$ cat src/sv/wass_pkg.sv
package wass_pkg;

   localparam int FUNC_W  = 1;
   localparam int SLOT_W  = 3;
   localparam int FIELD_W = 32;
   localparam int MASK_W  = 8;
   localparam int NOW_W   = 32;
   localparam int CFG_W   = 16;
   localparam int CSR_IDX_W = 1;

   localparam logic [FUNC_W-1:0] FUNC_TICK = 1'b0;
   localparam logic [FUNC_W-1:0] FUNC_LOAD = 1'b1;

   localparam logic [CSR_IDX_W-1:0] CSR_TICK_LEN = 1'b0;
   localparam logic [CSR_IDX_W-1:0] CSR_WINDOW   = 1'b1;

   localparam logic [CFG_W-1:0] TICK_LEN_RESET = 16'd10;
   localparam logic [CFG_W-1:0] WINDOW_RESET   = 16'd10;

   typedef enum logic {
      AOP_ADD_SAT  = 1'b0,
      AOP_ABS_DIFF = 1'b1
   } arith_op_type;

   typedef enum logic [4:0] {
      ST_IDLE  = 5'b00001,
      ST_ADD   = 5'b00010,
      ST_CHECK = 5'b00100,
      ST_ADV   = 5'b01000,
      ST_FIN   = 5'b10000
   } state_type;

endpackage

$ cat src/sv/wass_req_if.sv
interface wass_req_if import wass_pkg::*; ();
   logic               valid;
   logic               ready;
   logic [FUNC_W-1:0]  func;
   logic [SLOT_W-1:0]  slot;
   logic [FIELD_W-1:0] alarm_time;
   logic [FIELD_W-1:0] period;
   logic               repeat_req;

   modport source (output valid, func, slot, alarm_time, period, repeat_req, input ready);
   modport sink   (input valid, func, slot, alarm_time, period, repeat_req, output ready);
endinterface

$ cat src/sv/wass_rsp_if.sv
interface wass_rsp_if import wass_pkg::*; ();
   logic              valid;
   logic              ready;
   logic [MASK_W-1:0] fire_mask;
   logic [NOW_W-1:0]  now;

   modport source (output valid, fire_mask, now, input ready);
   modport sink   (input valid, fire_mask, now, output ready);
endinterface

$ cat src/sv/windowed_alarm_slot_scheduler_unit.sv
// Alarm slot scheduler. A tick request adds tick_len to a saturating time counter and then
// walks the slots one per cycle, but for an advance step after each slot that fires and
// repeats, through a single slot RAM and one shared adder/subtractor, firing, suspending,
// releasing and rescheduling each valid slot; the response carries the fire mask of slots
// 0..7 and the new time. A tick goes through the add step, a check step for each slot and
// the finish step, plus the advance steps (the alarm advance reuses the same adder and the
// RAM write port). A load request goes from acceptance straight to the finish step. A
// finished response waits in its output register while the next request is taken; a
// request that finishes while that register is still held waits in its finish step.
module windowed_alarm_slot_scheduler_unit import wass_pkg::*; #(
   parameter int SLOTS     = 8,
   parameter int TIME_BITS = 32
) (
   input  logic                 clock,
   input  logic                 reset,
   wass_req_if.sink             req_chan,
   wass_rsp_if.source           rsp_chan,
   input  logic                 csr_we,
   input  logic [CSR_IDX_W-1:0] csr_index,
   input  logic [CFG_W-1:0]     csr_wdata
);

   localparam int SIDX_W = (SLOTS > 1) ? $clog2(SLOTS) : 1;
   localparam int RAM_W  = 2 * TIME_BITS;

   state_type             state_ff, state_in;
   logic [SIDX_W-1:0]     idx_ff, idx_in;
   logic [TIME_BITS-1:0]  time_ff, time_in;
   logic [CFG_W-1:0]      tick_len_ff, tick_len_in;
   logic [CFG_W-1:0]      window_ff, window_in;
   logic [SLOTS-1:0]      valid_ff, valid_in;
   logic [SLOTS-1:0]      susp_ff, susp_in;
   logic [SLOTS-1:0]      rep_ff, rep_in;
   logic [MASK_W-1:0]     mask_ff, mask_in;
   logic                  rsp_valid_ff, rsp_valid_in;
   logic [MASK_W-1:0]     rsp_mask_ff, rsp_mask_in;
   logic [NOW_W-1:0]      rsp_now_ff, rsp_now_in;

   arith_op_type          au_op;
   logic [TIME_BITS-1:0]  au_a, au_b, au_res;

   logic                  ram_wr_en, ram_rd_en;
   logic [SIDX_W-1:0]     ram_wr_addr, ram_rd_addr;
   logic [RAM_W-1:0]      ram_wr_data, ram_rd_data;
   logic [TIME_BITS-1:0]  rd_alarm, rd_period;

   logic                  req_fire;
   logic                  slot_ok;
   logic                  last;
   logic                  fire;
   logic                  release_hit;
   logic [TIME_BITS-1:0]  win_ext;

   assign rd_alarm  = ram_rd_data[RAM_W-1:TIME_BITS];
   assign rd_period = ram_rd_data[TIME_BITS-1:0];
   assign win_ext   = TIME_BITS'(window_ff);

   assign req_chan.ready = (state_ff == ST_IDLE);
   assign req_fire       = req_chan.valid && req_chan.ready;
   assign slot_ok        = (32'(req_chan.slot) < 32'(SLOTS));
   assign last           = (idx_ff == SIDX_W'(SLOTS - 1));

   assign fire        = valid_ff[idx_ff] && !susp_ff[idx_ff] && (au_res < win_ext);
   assign release_hit = valid_ff[idx_ff] && susp_ff[idx_ff] && (au_res > win_ext);

   assign rsp_chan.valid     = rsp_valid_ff;
   assign rsp_chan.fire_mask = rsp_mask_ff;
   assign rsp_chan.now       = rsp_now_ff;

   wass_arith #(.W(TIME_BITS)) u_arith (
      .op     (au_op),
      .a      (au_a),
      .b      (au_b),
      .result (au_res)
   );

   wass_ram #(.WIDTH(RAM_W), .DEPTH(SLOTS)) u_slot_ram (
      .clock   (clock),
      .wr_en   (ram_wr_en),
      .wr_addr (ram_wr_addr),
      .wr_data (ram_wr_data),
      .rd_en   (ram_rd_en),
      .rd_addr (ram_rd_addr),
      .rd_data (ram_rd_data)
   );

   always_comb begin
      au_op = AOP_ADD_SAT;
      au_a  = rd_alarm;
      au_b  = rd_period;
      case (state_ff)
         ST_ADD: begin
            au_op = AOP_ADD_SAT;
            au_a  = time_ff;
            au_b  = TIME_BITS'(tick_len_ff);
         end
         ST_CHECK: begin
            au_op = AOP_ABS_DIFF;
            au_a  = time_ff;
            au_b  = rd_alarm;
         end
         default: begin
            au_op = AOP_ADD_SAT;
         end
      endcase
   end

   always_comb begin
      state_in     = state_ff;
      idx_in       = idx_ff;
      time_in      = time_ff;
      tick_len_in  = tick_len_ff;
      window_in    = window_ff;
      valid_in     = valid_ff;
      susp_in      = susp_ff;
      rep_in       = rep_ff;
      mask_in      = mask_ff;
      rsp_valid_in = rsp_valid_ff && !rsp_chan.ready;
      rsp_mask_in  = rsp_mask_ff;
      rsp_now_in   = rsp_now_ff;
      ram_wr_en    = 1'b0;
      ram_wr_addr  = idx_ff;
      ram_wr_data  = {au_res, rd_period};
      ram_rd_en    = 1'b0;
      ram_rd_addr  = idx_ff + SIDX_W'(1);

      if (csr_we) begin
         case (csr_index)
            CSR_TICK_LEN: tick_len_in = csr_wdata;
            CSR_WINDOW:   window_in   = csr_wdata;
            default:      tick_len_in = tick_len_ff;
         endcase
      end

      case (state_ff)
         ST_IDLE: begin
            if (req_fire) begin
               mask_in = '0;
               if (req_chan.func == FUNC_LOAD) begin
                  state_in = ST_FIN;
                  if (slot_ok) begin
                     ram_wr_en   = 1'b1;
                     ram_wr_addr = SIDX_W'(req_chan.slot);
                     ram_wr_data = {TIME_BITS'(req_chan.alarm_time),
                                    TIME_BITS'(req_chan.period)};
                     valid_in[SIDX_W'(req_chan.slot)] = 1'b1;
                     susp_in[SIDX_W'(req_chan.slot)]  = 1'b0;
                     rep_in[SIDX_W'(req_chan.slot)]   = req_chan.repeat_req;
                  end
               end else begin
                  state_in = ST_ADD;
               end
            end
         end
         ST_ADD: begin
            time_in     = au_res;
            idx_in      = '0;
            ram_rd_en   = 1'b1;
            ram_rd_addr = '0;
            state_in    = ST_CHECK;
         end
         ST_CHECK: begin
            if (fire) begin
               susp_in[idx_ff] = 1'b1;
               for (int i = 0; i < MASK_W; i++) begin
                  if ((i < SLOTS) && (idx_ff == SIDX_W'(i))) begin
                     mask_in[i] = 1'b1;
                  end
               end
            end else if (release_hit) begin
               susp_in[idx_ff] = 1'b0;
            end
            if (fire && rep_ff[idx_ff]) begin
               state_in = ST_ADV;
            end else if (last) begin
               state_in = ST_FIN;
            end else begin
               ram_rd_en = 1'b1;
               idx_in    = idx_ff + SIDX_W'(1);
            end
         end
         ST_ADV: begin
            ram_wr_en = 1'b1;
            if (last) begin
               state_in = ST_FIN;
            end else begin
               ram_rd_en = 1'b1;
               idx_in    = idx_ff + SIDX_W'(1);
               state_in  = ST_CHECK;
            end
         end
         ST_FIN: begin
            if (!rsp_valid_ff || rsp_chan.ready) begin
               rsp_valid_in = 1'b1;
               rsp_mask_in  = mask_ff;
               rsp_now_in   = NOW_W'(time_ff);
               state_in     = ST_IDLE;
            end
         end
         default: begin
            state_in = ST_IDLE;
         end
      endcase
   end

   always_ff @(posedge clock) begin
      if (reset) begin
         state_ff     <= ST_IDLE;
         idx_ff       <= '0;
         time_ff      <= '0;
         tick_len_ff  <= TICK_LEN_RESET;
         window_ff    <= WINDOW_RESET;
         valid_ff     <= '0;
         susp_ff      <= '0;
         rep_ff       <= '0;
         mask_ff      <= '0;
         rsp_valid_ff <= 1'b0;
      end else begin
         state_ff     <= state_in;
         idx_ff       <= idx_in;
         time_ff      <= time_in;
         tick_len_ff  <= tick_len_in;
         window_ff    <= window_in;
         valid_ff     <= valid_in;
         susp_ff      <= susp_in;
         rep_ff       <= rep_in;
         mask_ff      <= mask_in;
         rsp_valid_ff <= rsp_valid_in;
      end
      rsp_mask_ff <= rsp_mask_in;
      rsp_now_ff  <= rsp_now_in;
   end

`ifndef SYNTHESIS
   a_rsp_from_fin: assert property (@(posedge clock) disable iff (reset)
      $rose(rsp_valid_ff) |-> $past(state_ff == ST_FIN))
      else $error("response raised outside the finish step");

   a_load_keeps_time: assert property (@(posedge clock) disable iff (reset)
      (req_fire && req_chan.func == FUNC_LOAD) |=> (state_ff == ST_FIN) && $stable(time_ff))
      else $error("load request disturbed the time counter");

   a_time_monotonic: assert property (@(posedge clock) disable iff (reset)
      1'b1 |=> (time_ff >= $past(time_ff)))
      else $error("time counter went backward");

   a_susp_needs_valid: assert property (@(posedge clock) disable iff (reset)
      (susp_ff & ~valid_ff) == '0)
      else $error("suspended slot is not valid");

   a_walk_in_range: assert property (@(posedge clock) disable iff (reset)
      (state_ff == ST_CHECK || state_ff == ST_ADV) |-> (32'(idx_ff) < 32'(SLOTS)))
      else $error("slot walk index out of range");
`endif

endmodule

$ cat src/sv/wass_ram.sv
module wass_ram #(
   parameter int WIDTH = 64,
   parameter int DEPTH = 8,
   localparam int AW = (DEPTH > 1) ? $clog2(DEPTH) : 1
) (
   input  logic             clock,
   input  logic             wr_en,
   input  logic [AW-1:0]    wr_addr,
   input  logic [WIDTH-1:0] wr_data,
   input  logic             rd_en,
   input  logic [AW-1:0]    rd_addr,
   output logic [WIDTH-1:0] rd_data
);

   logic [WIDTH-1:0] mem_ff [DEPTH];
   logic [WIDTH-1:0] rd_data_ff;

   always_ff @(posedge clock) begin
      if (wr_en) begin
         mem_ff[wr_addr] <= wr_data;
      end
      if (rd_en) begin
         rd_data_ff <= mem_ff[rd_addr];
      end
   end

   assign rd_data = rd_data_ff;

endmodule

$ cat src/sv/wass_arith.sv
module wass_arith import wass_pkg::*; #(
   parameter int W = 32
) (
   input  arith_op_type op,
   input  logic [W-1:0] a,
   input  logic [W-1:0] b,
   output logic [W-1:0] result
);

   logic [W:0]   sum;
   logic         a_ge_b;
   logic [W-1:0] diff;

   always_comb begin
      sum    = {1'b0, a} + {1'b0, b};
      a_ge_b = (a >= b);
      diff   = a_ge_b ? (a - b) : (b - a);
      case (op)
         AOP_ADD_SAT:  result = sum[W] ? {W{1'b1}} : sum[W-1:0];
         AOP_ABS_DIFF: result = diff;
         default:      result = sum[W-1:0];
      endcase
   end

endmodule

$ cat src/flat_wrapper.sv
// flat-port wrapper written by rule: the top's interface ports become plain ports
module windowed_alarm_slot_scheduler_unit_flat import wass_pkg::*;
#(
   parameter int SLOTS     = 8,
   parameter int TIME_BITS = 32
)
  (clock, reset, csr_we, csr_index, csr_wdata, req_chan_valid, req_chan_func, req_chan_slot, req_chan_alarm_time, req_chan_period, req_chan_repeat_req, req_chan_ready, rsp_chan_valid, rsp_chan_fire_mask, rsp_chan_now, rsp_chan_ready);
  wass_req_if req_chan_i ();
  wass_rsp_if rsp_chan_i ();
  input  logic clock;
  input  logic reset;
  input  logic csr_we;
  input  logic [CSR_IDX_W-1:0] csr_index;
  input  logic [CFG_W-1:0] csr_wdata;
  input wire logic [$bits(req_chan_i.valid)-1:0] req_chan_valid;
  input wire logic [$bits(req_chan_i.func)-1:0] req_chan_func;
  input wire logic [$bits(req_chan_i.slot)-1:0] req_chan_slot;
  input wire logic [$bits(req_chan_i.alarm_time)-1:0] req_chan_alarm_time;
  input wire logic [$bits(req_chan_i.period)-1:0] req_chan_period;
  input wire logic [$bits(req_chan_i.repeat_req)-1:0] req_chan_repeat_req;
  output wire logic [$bits(req_chan_i.ready)-1:0] req_chan_ready;
  output wire logic [$bits(rsp_chan_i.valid)-1:0] rsp_chan_valid;
  output wire logic [$bits(rsp_chan_i.fire_mask)-1:0] rsp_chan_fire_mask;
  output wire logic [$bits(rsp_chan_i.now)-1:0] rsp_chan_now;
  input wire logic [$bits(rsp_chan_i.ready)-1:0] rsp_chan_ready;
  assign req_chan_i.valid = req_chan_valid;
  assign req_chan_i.func = req_chan_func;
  assign req_chan_i.slot = req_chan_slot;
  assign req_chan_i.alarm_time = req_chan_alarm_time;
  assign req_chan_i.period = req_chan_period;
  assign req_chan_i.repeat_req = req_chan_repeat_req;
  assign req_chan_ready = req_chan_i.ready;
  assign rsp_chan_valid = rsp_chan_i.valid;
  assign rsp_chan_fire_mask = rsp_chan_i.fire_mask;
  assign rsp_chan_now = rsp_chan_i.now;
  assign rsp_chan_i.ready = rsp_chan_ready;
  windowed_alarm_slot_scheduler_unit #(.SLOTS(SLOTS), .TIME_BITS(TIME_BITS)) u_core (.clock(clock), .reset(reset), .req_chan(req_chan_i), .rsp_chan(rsp_chan_i), .csr_we(csr_we), .csr_index(csr_index), .csr_wdata(csr_wdata));
endmodule
$ cat config.mk
export PLATFORM = sky130hd
export DESIGN_NAME = windowed_alarm_slot_scheduler_unit_flat
export DESIGN_NICKNAME = d
export VERILOG_FILES = /design/src/sv/wass_pkg.sv /design/src/sv/wass_req_if.sv /design/src/sv/wass_rsp_if.sv /design/src/sv/windowed_alarm_slot_scheduler_unit.sv /design/src/sv/wass_ram.sv /design/src/sv/wass_arith.sv /design/src/flat_wrapper.sv
export SDC_FILE = /design/constraint.sdc
export NUM_CORES = 1
export LEC_CHECK = 0
export BUFFER_PORTS_ARGS = -buffer_cell sky130_fd_sc_hd__buf_4
export CORE_UTILIZATION = 60
export DETAILED_ROUTE_END_ITERATION = 8
export HOLD_SLACK_MARGIN = 0.05
export PLACE_DENSITY_LB_ADDON = 0.25
export RECOVER_POWER = 50
export SLEW_MARGIN = 20
export SYNTH_ARGS = -nofsm -noshare
export SYNTH_HDL_FRONTEND = slang
export SYNTH_SLANG_ARGS = --single-unit
$ cat constraint.sdc
create_clock -name clock -period 23.9 [get_ports clock]
set_input_delay 1.195 -clock clock [delete_from_list [all_inputs] [get_ports clock]]
set_output_delay 1.195 -clock clock [all_outputs]
set_load 0.03 [all_outputs]
Yosys cells after proc, flatten, opt, wreduce, memory -nomap -nowiden --
Memory sizes are Yosys's and may differ from the RTL's. A register that Yosys moved wholly into a read port is not among the register bits. Index checks and enable logic that the tools add are counted.
Word-level totals: bits in registers 145, bits in latches 0, memory bits (writable) 512, memory bits (read-only) 0, output and inout port bits 42, logic and storage cells 158, memories 1
Memory list:
- u_core.u_slot_ram.mem_ff | words 8, width 64, rd ports 1, clocked after memory_dff 1, write ports 1, RTL line wass_ram.sv:15 | logic [WIDTH-1:0] mem_ff [DEPTH];
Operators by class: add/sub/neg operators 4, multiply operators 0, div/mod/pow operators 0, magnitude comparators 7, equal/unequal tests 27, shifts and indexed selects 0, multiplexer cells 60, bitwise logic cells 8, reduce and logical (&&, ||, !) cells 32
Operators with widths (number):
- $mux 64 | 3
- $pmux 32 s2 | 2
- $mux 32 | 3
- $sub 32x32->32 | 2
- $mux 8 | 6
- $reduce_and 4->1 | 9
- $add 32x32->33 | 1
- $ge 32x32->1 | 1
- $gt 32x16->1 | 1
- $lt 32x16->1 | 1
- $pmux 8 s2 | 2
- $mux 5 | 6
- $pmux 5 s5 | 1
- $mux 1 | 22
- $ne 2x1->1 const B | 10
- $mux 3 | 6
- $and 8x8->8 | 2
- $not 8->8 | 2
- $or 8x8->8 | 2
- $eq 3x3->1 const B | 4
- $bmux 1 s3 | 3
- $logic_and 1x1->1 | 9
- $pmux 3 s3 | 1
- $bwmux 8 | 1
- 24 further kinds | 38

Logic depth before layout (Yosys ltp) --
Gate-level depths: netlist (run 1).
word-level depth 11, depth in mapped cells 35, mapped depth without buffers 28

By module --
From an unflattened synthesis (run 1), not the netlist that was laid out.
Second synthesis, totals: cells, all modules 2683, area total of the unflattened synthesis 34699.5 um^2
Modules (own cells, without submodules):
- wass_ram | times used 1, cells an instance 816, area an instance 21187.8 um^2, sequential area each 17296.6 um^2
- windowed_alarm_slot_scheduler_unit | times used 1, cells an instance 971, area an instance 7692.4 um^2, sequential area each 3303.2 um^2
- wass_arith | times used 1, cells an instance 896, area an instance 5819.3 um^2, sequential area each 0.0 um^2

Worst setup path after synthesis (run 1) --
Ideal clock, no wire load.
path kind reg-to-reg, from register u_core.state_ff[4], to register u_core.u_slot_ram.rd_data_ff[0] (netlist: u_core.u_slot_ram.rd_data[0]), read port of u_core.u_slot_ram.mem_ff, enable pin, library setup time 0.411 ns, arrival 7.826 ns, path slack 15.663 ns, cell stages (with the launch flop) 34, period minus slack after synthesis 8.237 ns, cell sequence dfxtp_1 -> or3_1 -> nor3b_1 -> clkbuf_1 -> clkbuf_1 -> nor2_1 -> clkbuf_1 -> clkbuf_1 -> a221o_1 -> ha_1 -> fa_1 -> nor2b_1 -> o211ai_2 -> a311oi_1 -> o31ai_1 -> a21oi_1 -> nor3_1 -> clkbuf_1 -> buf_1 -> a22oi_1 -> nand2_1 -> o21ai_0 -> ha_1 -> a21o_1 -> a21o_1 -> a21oi_1 -> nor2b_1 -> o21ai_0 -> nand2_1 -> o22a_1 -> nor4b_1 -> and4b_1 -> o22ai_2 -> or2_2
Between the ends: longest elaborated chain between the ends 11, elaborated cells on any way between the ends 21, classes of those cells 3 x add/sub; 2 x order compare; 3 x eq/ne; 9 x mux; 1 x bitwise; 3 x reduce/logical
RTL lines:
- start: declaration | RTL line windowed_alarm_slot_scheduler_unit.sv:26 | state_type state_ff, state_in;
- start signal: assignment | RTL line windowed_alarm_slot_scheduler_unit.sv:219 | state_ff <= state_in;
- $eq 5x2->1 or $eq 5x3->1 (tied branches) | RTL line windowed_alarm_slot_scheduler_unit.sv:91 | case (state_ff)
- $reduce_or 2->1 (no source line)
- $mux 32 | RTL line windowed_alarm_slot_scheduler_unit.sv:91
- $sub 32x32->32 (tied with other cells) | RTL line wass_arith.sv:17 | diff = a_ge_b ? (a - b) : (b - a);
- $mux 32 (on tied branches) | RTL line wass_arith.sv:17, wass_arith.sv:19
- $pmux 32 s2 * | RTL line wass_arith.sv:18 | case (op)
- named net u_core.au_res[9] | RTL line windowed_alarm_slot_scheduler_unit.sv:40 | logic [TIME_BITS-1:0] au_a, au_b, au_res;
- $lt 32x16->1 * | RTL line windowed_alarm_slot_scheduler_unit.sv:63 | assign fire = valid_ff[idx_ff] && !susp_ff[idx_ff] && (au_res < win_ext);
- $logic_and 1x1->1 * | RTL line windowed_alarm_slot_scheduler_unit.sv:63
- $logic_and 1x1->1 * | RTL line windowed_alarm_slot_scheduler_unit.sv:173 | if (fire && rep_ff[idx_ff]) begin
- $mux 1 * | RTL line windowed_alarm_slot_scheduler_unit.sv:173
- $pmux 1 s3 * | RTL line windowed_alarm_slot_scheduler_unit.sv:135 | case (state_ff)
- named net u_core.ram_rd_en | RTL line windowed_alarm_slot_scheduler_unit.sv:42 | logic ram_wr_en, ram_rd_en;
- end: declaration | RTL line wass_ram.sv:16 | logic [WIDTH-1:0] rd_data_ff;
The timed path passes the listed nets; every way through them passes the cells marked *. A chain may end at the register's enable or synchronous reset.

Final worst setup path (run 1) --
from register u_core.state_ff[4], to register u_core.u_slot_ram.rd_data_ff[24] (netlist: u_core.u_slot_ram.rd_data[24]), read port of u_core.u_slot_ram.mem_ff, enable pin
Same word-level chain as after synthesis.

==> results by group, run 1 <==
Run status
  – Status: finished, violations left
  – Failing checks: capacitance limit, slew limit

Power
  – Clock power share: 0.395
  – Cell Pwr Density: 74.95 nW/um^2
  – Part of the power in combinational logic: 0.113
  – Maximum vdd ir drop: 0.00007157 V
  – Leak: ~14 nW
  – Seq pwr share: 0.492
  – Sw Ratio: 0.2531
  – Design Power: 2.906 mW
  – P_sw: 0.7355 mW
  – P_int: 2.170 mW

Critical path
  – Required @ worst endpoint: 24.10 ns
  – CP max FO: just under 70
  – Worst path max stage delay: about 0.78 ns
  – Startpoint Class: flip-flop
  – RR Endpoint: u_core.u_slot_ram.rd_data[24]$_DFFE_PP_
  – Slowest stage cell on the critical path: nor4_1
  – Reg2Reg Depth: 28
  – Crit path DAT: 9.98 ns
  – CP Capture Type: flip-flop
  – RR Startpoint: u_core.state_ff[4]$_SDFFE_PP0P_
  – R2r setup slk: 14.12 ns
  – Critical path class: reg -> reg
  – CP bufs+invs: 3
  – CP top delay family: simple AND/OR/NAND/NOR gates

Logic synthesis
  – Share of the synthesized area in the top cell type: 0.5284
  – Synth area leaders: edfxtp_1 (53%), nand2_1 (7.1%), dfxtp_1 (6.0%)
  – EDFF count, synth: 616
  – Syn_area_per_cell: 11.13 um^2
  – Ys Warns: 0
  – Mapped Nets: 3357
  – Mapped cell area: 35000 um^2
  – Post-synth top cells: nand2_1 (666), edfxtp_1 (616), nor2_1 (217)
  – Cell count after synthesis: 3146
  – Seq/Total Area, Yosys: 0.5885
  – Ys flop type: edfxtp_1
  – Async S/R FF share, synth: 0
  – Netlist cell types: 91
  – Largest area contributor in the netlist: edfxtp_1
  – Flops & latches, synth: roughly 720
  – Count leader, synth: nand2_1

CTS
  – CTS sink cnt: between 700 and 800
  – Longest Clk Path Bufs: 3
  – Post-cts resize count: 0
  – Clock latency on the worst-skew pair: around 0.62 ns
  – H-tree depth: 3
  – Reg clk slew, reported paths: 0.06 ns
  – CTS Buf Count: 72
  – Setup Fix Bufs, Post-CTS: 0
  – Root Driver: clkbuf_16
  – CTS tree: done
  – Hold_buf cts: 0

STA
  – Fin Setup TNS: 0 ns
  – Final min period: 9.781 ns
  – Fmax: ~100 MHz
  – Slew Viols, Final: between 600 and 700
  – Rel. slew slack: -2.107
  – RSZ-0062 raised after global routing: no
  – Final cycle utilization of the critical path: 0.4092
  – Fin. Hold Viols: 0
  – Fin Clk Skew: 0.02534 ns
  – Final setup viols: 0
  – Worst slew pin tran: 4.661 ns

Layout
  – Ratio of cells with drive above 1 in the final layout: 0.1097
  – Area Overhead vs Synth: 10.75%
  – Fill count: 4213
  – NumNets Final: 3417
  – Final Cell Area: about 39000 um^2

Place
  – Post-DP HPWL: 69.86 mm
  – Count of input and output buffers: 132
  – Routability cong.: a little under 1
  – Area of placed instances: between 30000 and 40000 um^2

Floorplanning
  – Die X: 243.5 um
  – Io pins: about 130
  – Die Y: 243.5 um
  – Total die area: a little under 60000 um^2
  – Row Count: 88
  – Starting Density: 0.6067
  – CORE AREA: 57700 um^2

Route
  – Total wire length: 105.0 mm
  – DRT iter0 DRCs: 3329
  – Drt pass-1 iters: 6
  – Via Count: between 20000 and 30000
  – Residual DRC: 0
  – DR WL/cell: about 26 um
  – Vias per cell: 6.500
  – Routed Antenna Nets: 0

Worst hold path
  – Hold Path Cell Cnt: 0
  – HP Class: reg -> reg
  – Hold endpoint: u_core.rsp_chan.fire_mask[1]$_DFFE_PP_
  – Hold_sp: u_core.mask_ff[1]$_SDFFE_PP0P_

Global route
  – First-pass GRT wire length: 156.0 mm
  – Largest net degree at the start of global routing: 99
  – Antenna violations before repair: 1
  – Vias in the first global route: about 25000
  – GR Overflow Total: 0
  – Total track usage: 0.3527

Flow run
  – Max-cap violations: 16
cell usage in the layout (no fill, tap or decap), types with 35 or more instances in the layout:
cell type / Yosys / routed
clkbuf_16: 0 / 75
edfxtp_1: 616 / 616
clkbuf_1: 127 / 62
nand2_1: 666 / 666
mux2i_1: 38 / 38
nand3_1: 103 / 103
a21oi_1: 188 / 188
mux4_2: 64 / 64
nor2_1: 217 / 210
dfxtp_1: 105 / 105
o21ai_0: 202 / 202
buf_4: 8 / 114
inv_1: 124 / 124
ha_1: 117 / 117
nor3_1: 36 / 35
area by class of cell:
class,count,area (um^2),area share
clock buffers,91,2007,0.05177
well taps,765,957.2,0.02469
flip-flops and latches,721,20600,0.5314
diodes,1,2.502,0.00006455
clock inverters,41,400.4,0.01033
inverters,128,480.5,0.01239
multi-input cells,2116,13270,0.3422
repair buffers,167,1055,0.02721
power groups by stage:
stage	Sequential, mW	Combinational [mW]	Clock (mW)
floorplan	1.45	0.204	0
global placement	1.45	0.312	0
detailed placement	1.45	0.317	0
CTS	1.43	0.320	1.15
global route	1.43	0.352	1.21
finish	1.43	0.328	1.15
state kept, by name, indices dropped and copies added (netlist names), 16 cells and up, named ones only:
register / count
u_core.u_slot_ram.mem_ff: 512
u_core.u_slot_ram.rd_data: 64
u_core.rsp_chan.now: 32
u_core.time_ff: 32
u_core.tick_len_ff: 16
u_core.window_ff: 16
worst register-to-register path, delay by kind of cell, from the launching register on:
| kind | cells | cell delay (ns) |
|---|---|---|
| simple gates | 11 | 3.63 |
| compound gates | 12 | 3.04 |
| buf+inv | 3 | 1.39 |
| fa+ha+maj | 2 | 0.91 |
| flops | 1 | 0.34 |
layer usage:
metal	vias up	wire, um	global-route usage
li1	11573	-	-
met1	12864	41760	0.4960
met2	1556	48150	0.5461
met3	204	11820	0.07546
met4	0	3231	0.1224
met5	-	0	0
cell families after synthesis:
group           count (synthesis)  synth area share
compound gates                663            0.1209
xor+xnor                       17          0.004254
fa+ha+maj                     120           0.04354
buf+inv                       309           0.03474
flops                         721            0.5885
mux                           126           0.05976
simple gates                 1190            0.1483
worst max path at each step:
stage	from	slack (ns)	endpoint	cells after the start
2_1_floorplan	u_core.state_ff[4]$_SDFFE_PP0P_	15.66	u_core.u_slot_ram.rd_data[0]$_DFFE_PP_	33
3_3_place_gp	u_core.state_ff[4]$_SDFFE_PP0P_	14.53	u_core.u_slot_ram.rd_data[29]$_DFFE_PP_	26
4_1_cts	u_core.state_ff[4]$_SDFFE_PP0P_	14.42	u_core.u_slot_ram.rd_data[24]$_DFFE_PP_	26
5_1_grt	u_core.state_ff[4]$_SDFFE_PP0P_	13.66	u_core.u_slot_ram.rd_data[27]$_DFFE_PP_	26
3_5_place_dp	u_core.state_ff[4]$_SDFFE_PP0P_	14.47	u_core.u_slot_ram.rd_data[29]$_DFFE_PP_	26
6_report	u_core.state_ff[4]$_SDFFE_PP0P_	14.12	u_core.u_slot_ram.rd_data[24]$_DFFE_PP_	28
through the flow:
stage / setup slack (ns) / utilization / hold slack [ns] / cells
6_report: 14.12 / 0.6719 / 0.4350 / 4030
5_1_grt: 13.66 / 0.6719 / 0.4483 / 4029
4_1_cts: 14.42 / 0.6765 / 0.4374 / 4028
3_5_place_dp: 14.47 / 0.6348 / 0.4231 / 3896
3_3_place_gp: 14.53 / 0.6348 / 0.4163 / 3896
2_1_floorplan: 15.66 / - / 0.4086 / 3146
Note: power is estimated with default switching activity, not from simulation.
==> run 2: changes to the inputs <==
--- a/config.mk
+++ b/config.mk
@@ -6,7 +6,7 @@
 export NUM_CORES = 1
 export LEC_CHECK = 0
 export BUFFER_PORTS_ARGS = -buffer_cell sky130_fd_sc_hd__buf_4
-export CORE_UTILIZATION = 60
+export CORE_UTILIZATION = 56
 export DETAILED_ROUTE_END_ITERATION = 8
 export HOLD_SLACK_MARGIN = 0.05
 export PLACE_DENSITY_LB_ADDON = 0.25
==> constraint.sdc (replaced) <==
create_clock -name clock -period 8 [get_ports clock]
set_input_delay 0.4 -clock clock [delete_from_list [all_inputs] [get_ports clock]]
set_output_delay 0.4 -clock clock [all_outputs]
set_load 0.03 [all_outputs]
==> run 2 against run 1 <==
Compared with the run above:
- the flow still finishes with violations (capacitance limit, slew limit)
- combinational power grew to 3.2 times the previous value
- critical path depth fell by 20
- count of clock-buffer cells in the layout up 10
- final area rose by 2.5%
- via count rose by 0.94%
- worst hold slack lost 0.36 ns
- global-route usage down 0.99 points
- sequential power rose to 3.0 times the previous value
- largest cell class unchanged
- highest routed layer unchanged
==> results by group, run 2 (synthesized netlist as in run 1, its figures left out) <==
Run status
  – Status: finished, violations left
  – Failing checks: capacitance limit, slew limit

Route
  – Drt pass-1 iters: 6 (unchanged)
  – DR WL/cell: 26.16 um (+0.44%)
  – Via Count: 26443 (+0.94%)
  – Residual DRC: 0 (unchanged)
  – DRT iter0 DRCs: 2909 (-13%)
  – Total wire length: 109.6 mm (+4.4%)
  – Vias per cell: 6.311 (-2.9%)
  – Routed Antenna Nets: 0 (unchanged)

Worst hold path
  – HP Class: in -> reg

Power
  – Maximum vdd ir drop: 0.0002200 V (+210%)
  – Part of the power in combinational logic: 0.120 (+0.007)
  – Sw Ratio: 0.2542 (+0.001017)
  – P_sw: 2.246 mW (+210%)
  – Cell Pwr Density: 222.4 nW/um^2 (+200%)
  – Clock power share: 0.397 (+0.002)
  – P_int: 6.591 mW (+200%)
  – Leak: 14.62 nW (+3.2%)
  – Seq pwr share: 0.483 (-0.009)

Critical path
  – Startpoint Class: flip-flop
  – Required @ worst endpoint: 8.23 ns (-15.87 ns)
  – Worst Setup SP: u_core.state_ff[3]$_SDFFE_PP0P_
  – RR Endpoint: u_core.u_slot_ram.mem_ff[1][55]$_DFFE_PP_
  – Crit path DAT: 7.89 ns (-2.09 ns)
  – R2r setup slk: 0.34 ns (-13.78 ns)
  – Reg2Reg Depth: 8 (-71%)
  – Critical path class: reg -> reg
  – CP max FO: 53 (-22%)
  – CP Capture Type: flip-flop
  – Crit path to: u_core.u_slot_ram.mem_ff[1][55]$_DFFE_PP_
  – RR Startpoint: u_core.state_ff[3]$_SDFFE_PP0P_

Global route
  – First-pass GRT wire length: 160.3 mm (+2.7%)
  – Vias in the first global route: 25458 (-0.051%)
  – Antenna violations before repair: 2 (+1)
  – GR Overflow Total: 0 (unchanged)
  – Total track usage: 0.3428 (-0.009886)
  – Largest net degree at the start of global routing: 99 (unchanged)

Layout
  – NumNets Final: 3502 (+2.5%)
  – Ratio of cells with drive above 1 in the final layout: 0.1294 (+0.01975)
  – Most common cell after layout, fill and taps aside: nand2_1
  – Fin cells: 4190 (+4.0%)
  – Max reg flops: 512 (unchanged)
  – Most flops, register: u_core.u_slot_ram.mem_ff
  – Most frequent cells in the layout: nand2_1 (666), edfxtp_1 (616), nor2_1 (210)
  – Area Overhead vs Synth: 13.52%
  – Fill count: 4794 (+14%)
  – Antenna diode count: 0 (-1)

STA
  – RSZ-0062 raised after global routing: no
  – Worst slew pin tran: 3.367 ns (-1.294 ns)
  – Final cycle utilization of the critical path: 0.9571 (+0.5479)
  – Final min period: 7.657 ns (-2.124 ns)
  – WHS: 0.07762 ns (-0.3574 ns)
  – Slew Viols, Final: 468 (-30%)
  – Fin. Hold Viols: 0 (unchanged)
  – Final setup viols: 0 (unchanged)
  – Fin Setup TNS: 0 ns (unchanged)
  – Fmax: 130.6 MHz (+28%)
  – Fin Clk Skew: 0.03562 ns (+0.01028 ns)
  – Rel. slew slack: -1.245 (+0.8627)

Place
  – Post-placement cell count: 4027 (+3.4%)
  – Count of input and output buffers: 132 (unchanged)
  – Post-DP HPWL: 74.38 mm (+6.5%)
  – Routability cong.: 1.016 (+2.2%)

Flow run
  – Max-cap violations: 12 (-4)

CTS
  – Reg clk slew, reported paths: 0.06 ns (about the same)
  – Clock latency on the worst-skew pair: 0.64 ns (+0.02 ns)
  – CTS sink cnt: 721 (unchanged)
  – CTS Buf Count: 75 (+4.2%)
  – CTS tree: done
  – Longest Clk Path Bufs: 3 (unchanged)
  – Root Driver: clkbuf_16
  – H-tree depth: 3 (unchanged)

Floorplanning
  – Die Y: 252.0 um (+3.5%)
  – Io pins: 133 (unchanged)
  – Die X: 252.0 um (+3.5%)
  – Starting Density: 0.5672 (-0.03949)
  – Row Count: 91 (+3.4%)
  – CORE AREA: 61710 um^2 (+7.0%)
  – Total die area: 63510 um^2 (+7.1%)
## run 2: cell count changes in the layout (fill, tap and decap cells not counted), moves of 3 or more
cell / before / now
buf_12: 0 / 4
buf_4: 114 / 169
clkbuf_1: 62 / 69
clkbuf_2: 0 / 4
clkinv_1: 13 / 10
clkinv_2: 12 / 8
dlygate4sd3_1: 0 / 16
inv_8: 3 / 0
## run 2: critical path: stages, from the launching register on
cell	delay (ns)
dfxtp_1	0.45
nor2_1	0.13
nor4bb_1	0.22
clkbuf_1	0.25
nand3_1	1.36
clkbuf_1	1.94
a21oi_1	0.51
nor2_1	1.26
clkbuf_4	1.01
## run 2: what timing repair did
| item | CTS | global route |
|---|---|---|
| endpoints found under the setup margin | 0 | 73 |
| hold endpoints to repair | 27 | 0 |
| resized for setup | 0 | 15 |
| hold buffers | 16 | 0 |
| setup buffers | 0 | 5 |
## run 2: worst min path at each step
stage                                                        end                            from  cells past startpoint
after floorplan           u_core.rsp_chan.fire_mask[0]$_DFFE_PP_  u_core.mask_ff[0]$_SDFFE_PP0P_                      0
after global placement    u_core.rsp_chan.fire_mask[4]$_DFFE_PP_  u_core.mask_ff[4]$_SDFFE_PP0P_                      0
after detailed placement  u_core.rsp_chan.fire_mask[4]$_DFFE_PP_  u_core.mask_ff[4]$_SDFFE_PP0P_                      0
after CTS                       u_core.window_ff[2]$_SDFFE_PP0P_                    csr_wdata[2]                      3
after global routing            u_core.window_ff[2]$_SDFFE_PP0P_                    csr_wdata[2]                      3
final                           u_core.window_ff[2]$_SDFFE_PP0P_                    csr_wdata[2]                      3
## run 2: area by class of cell
type                            count  area [um^2]  area share
Sequential cell                   721        20600      0.5185
Multi-Input combinational cell   2118        13320      0.3352
Timing Repair Buffer              247         1780     0.04480
Tap cell                          837         1047     0.02635
Clock buffer                      101         2057     0.05176
Inverter                          128        480.5     0.01209
Clock inverter                     38        447.9     0.01127
## run 2: per-stage QoR
step / util / total power, mW / area (um^2) / setup slack [ns]
after floorplan: - / 4.936 / 35010 / 0.06255
after global placement: 0.6022 / 5.339 / 37170 / 0.2231
after detailed placement: 0.6031 / 5.356 / 37220 / 0.2661
after CTS: 0.6463 / 8.828 / 39880 / 0.2280
after global routing: 0.6439 / 9.078 / 39740 / 0.09436
final: 0.6439 / 8.836 / 39740 / 0.3432
## run 2: power groups by stage
stage	Combinational [mW]	Sequential [mW]	Clock, mW
4_1_cts	1.02	4.27	3.54
3_5_place_dp	1.01	4.35	0
6_report	1.06	4.27	3.51
5_1_grt	1.13	4.27	3.68
3_3_place_gp	0.997	4.34	0
2_1_floorplan	0.608	4.33	0
## run 2: routing by layer
metal  part of all wire  GRT usage  up-vias
met5                  0          0        -
met1               0.41     0.4864    12984
li1                   -          -    11740
met2               0.46     0.5386     1513
met4              0.030     0.1041        0
met3               0.10    0.06365      206
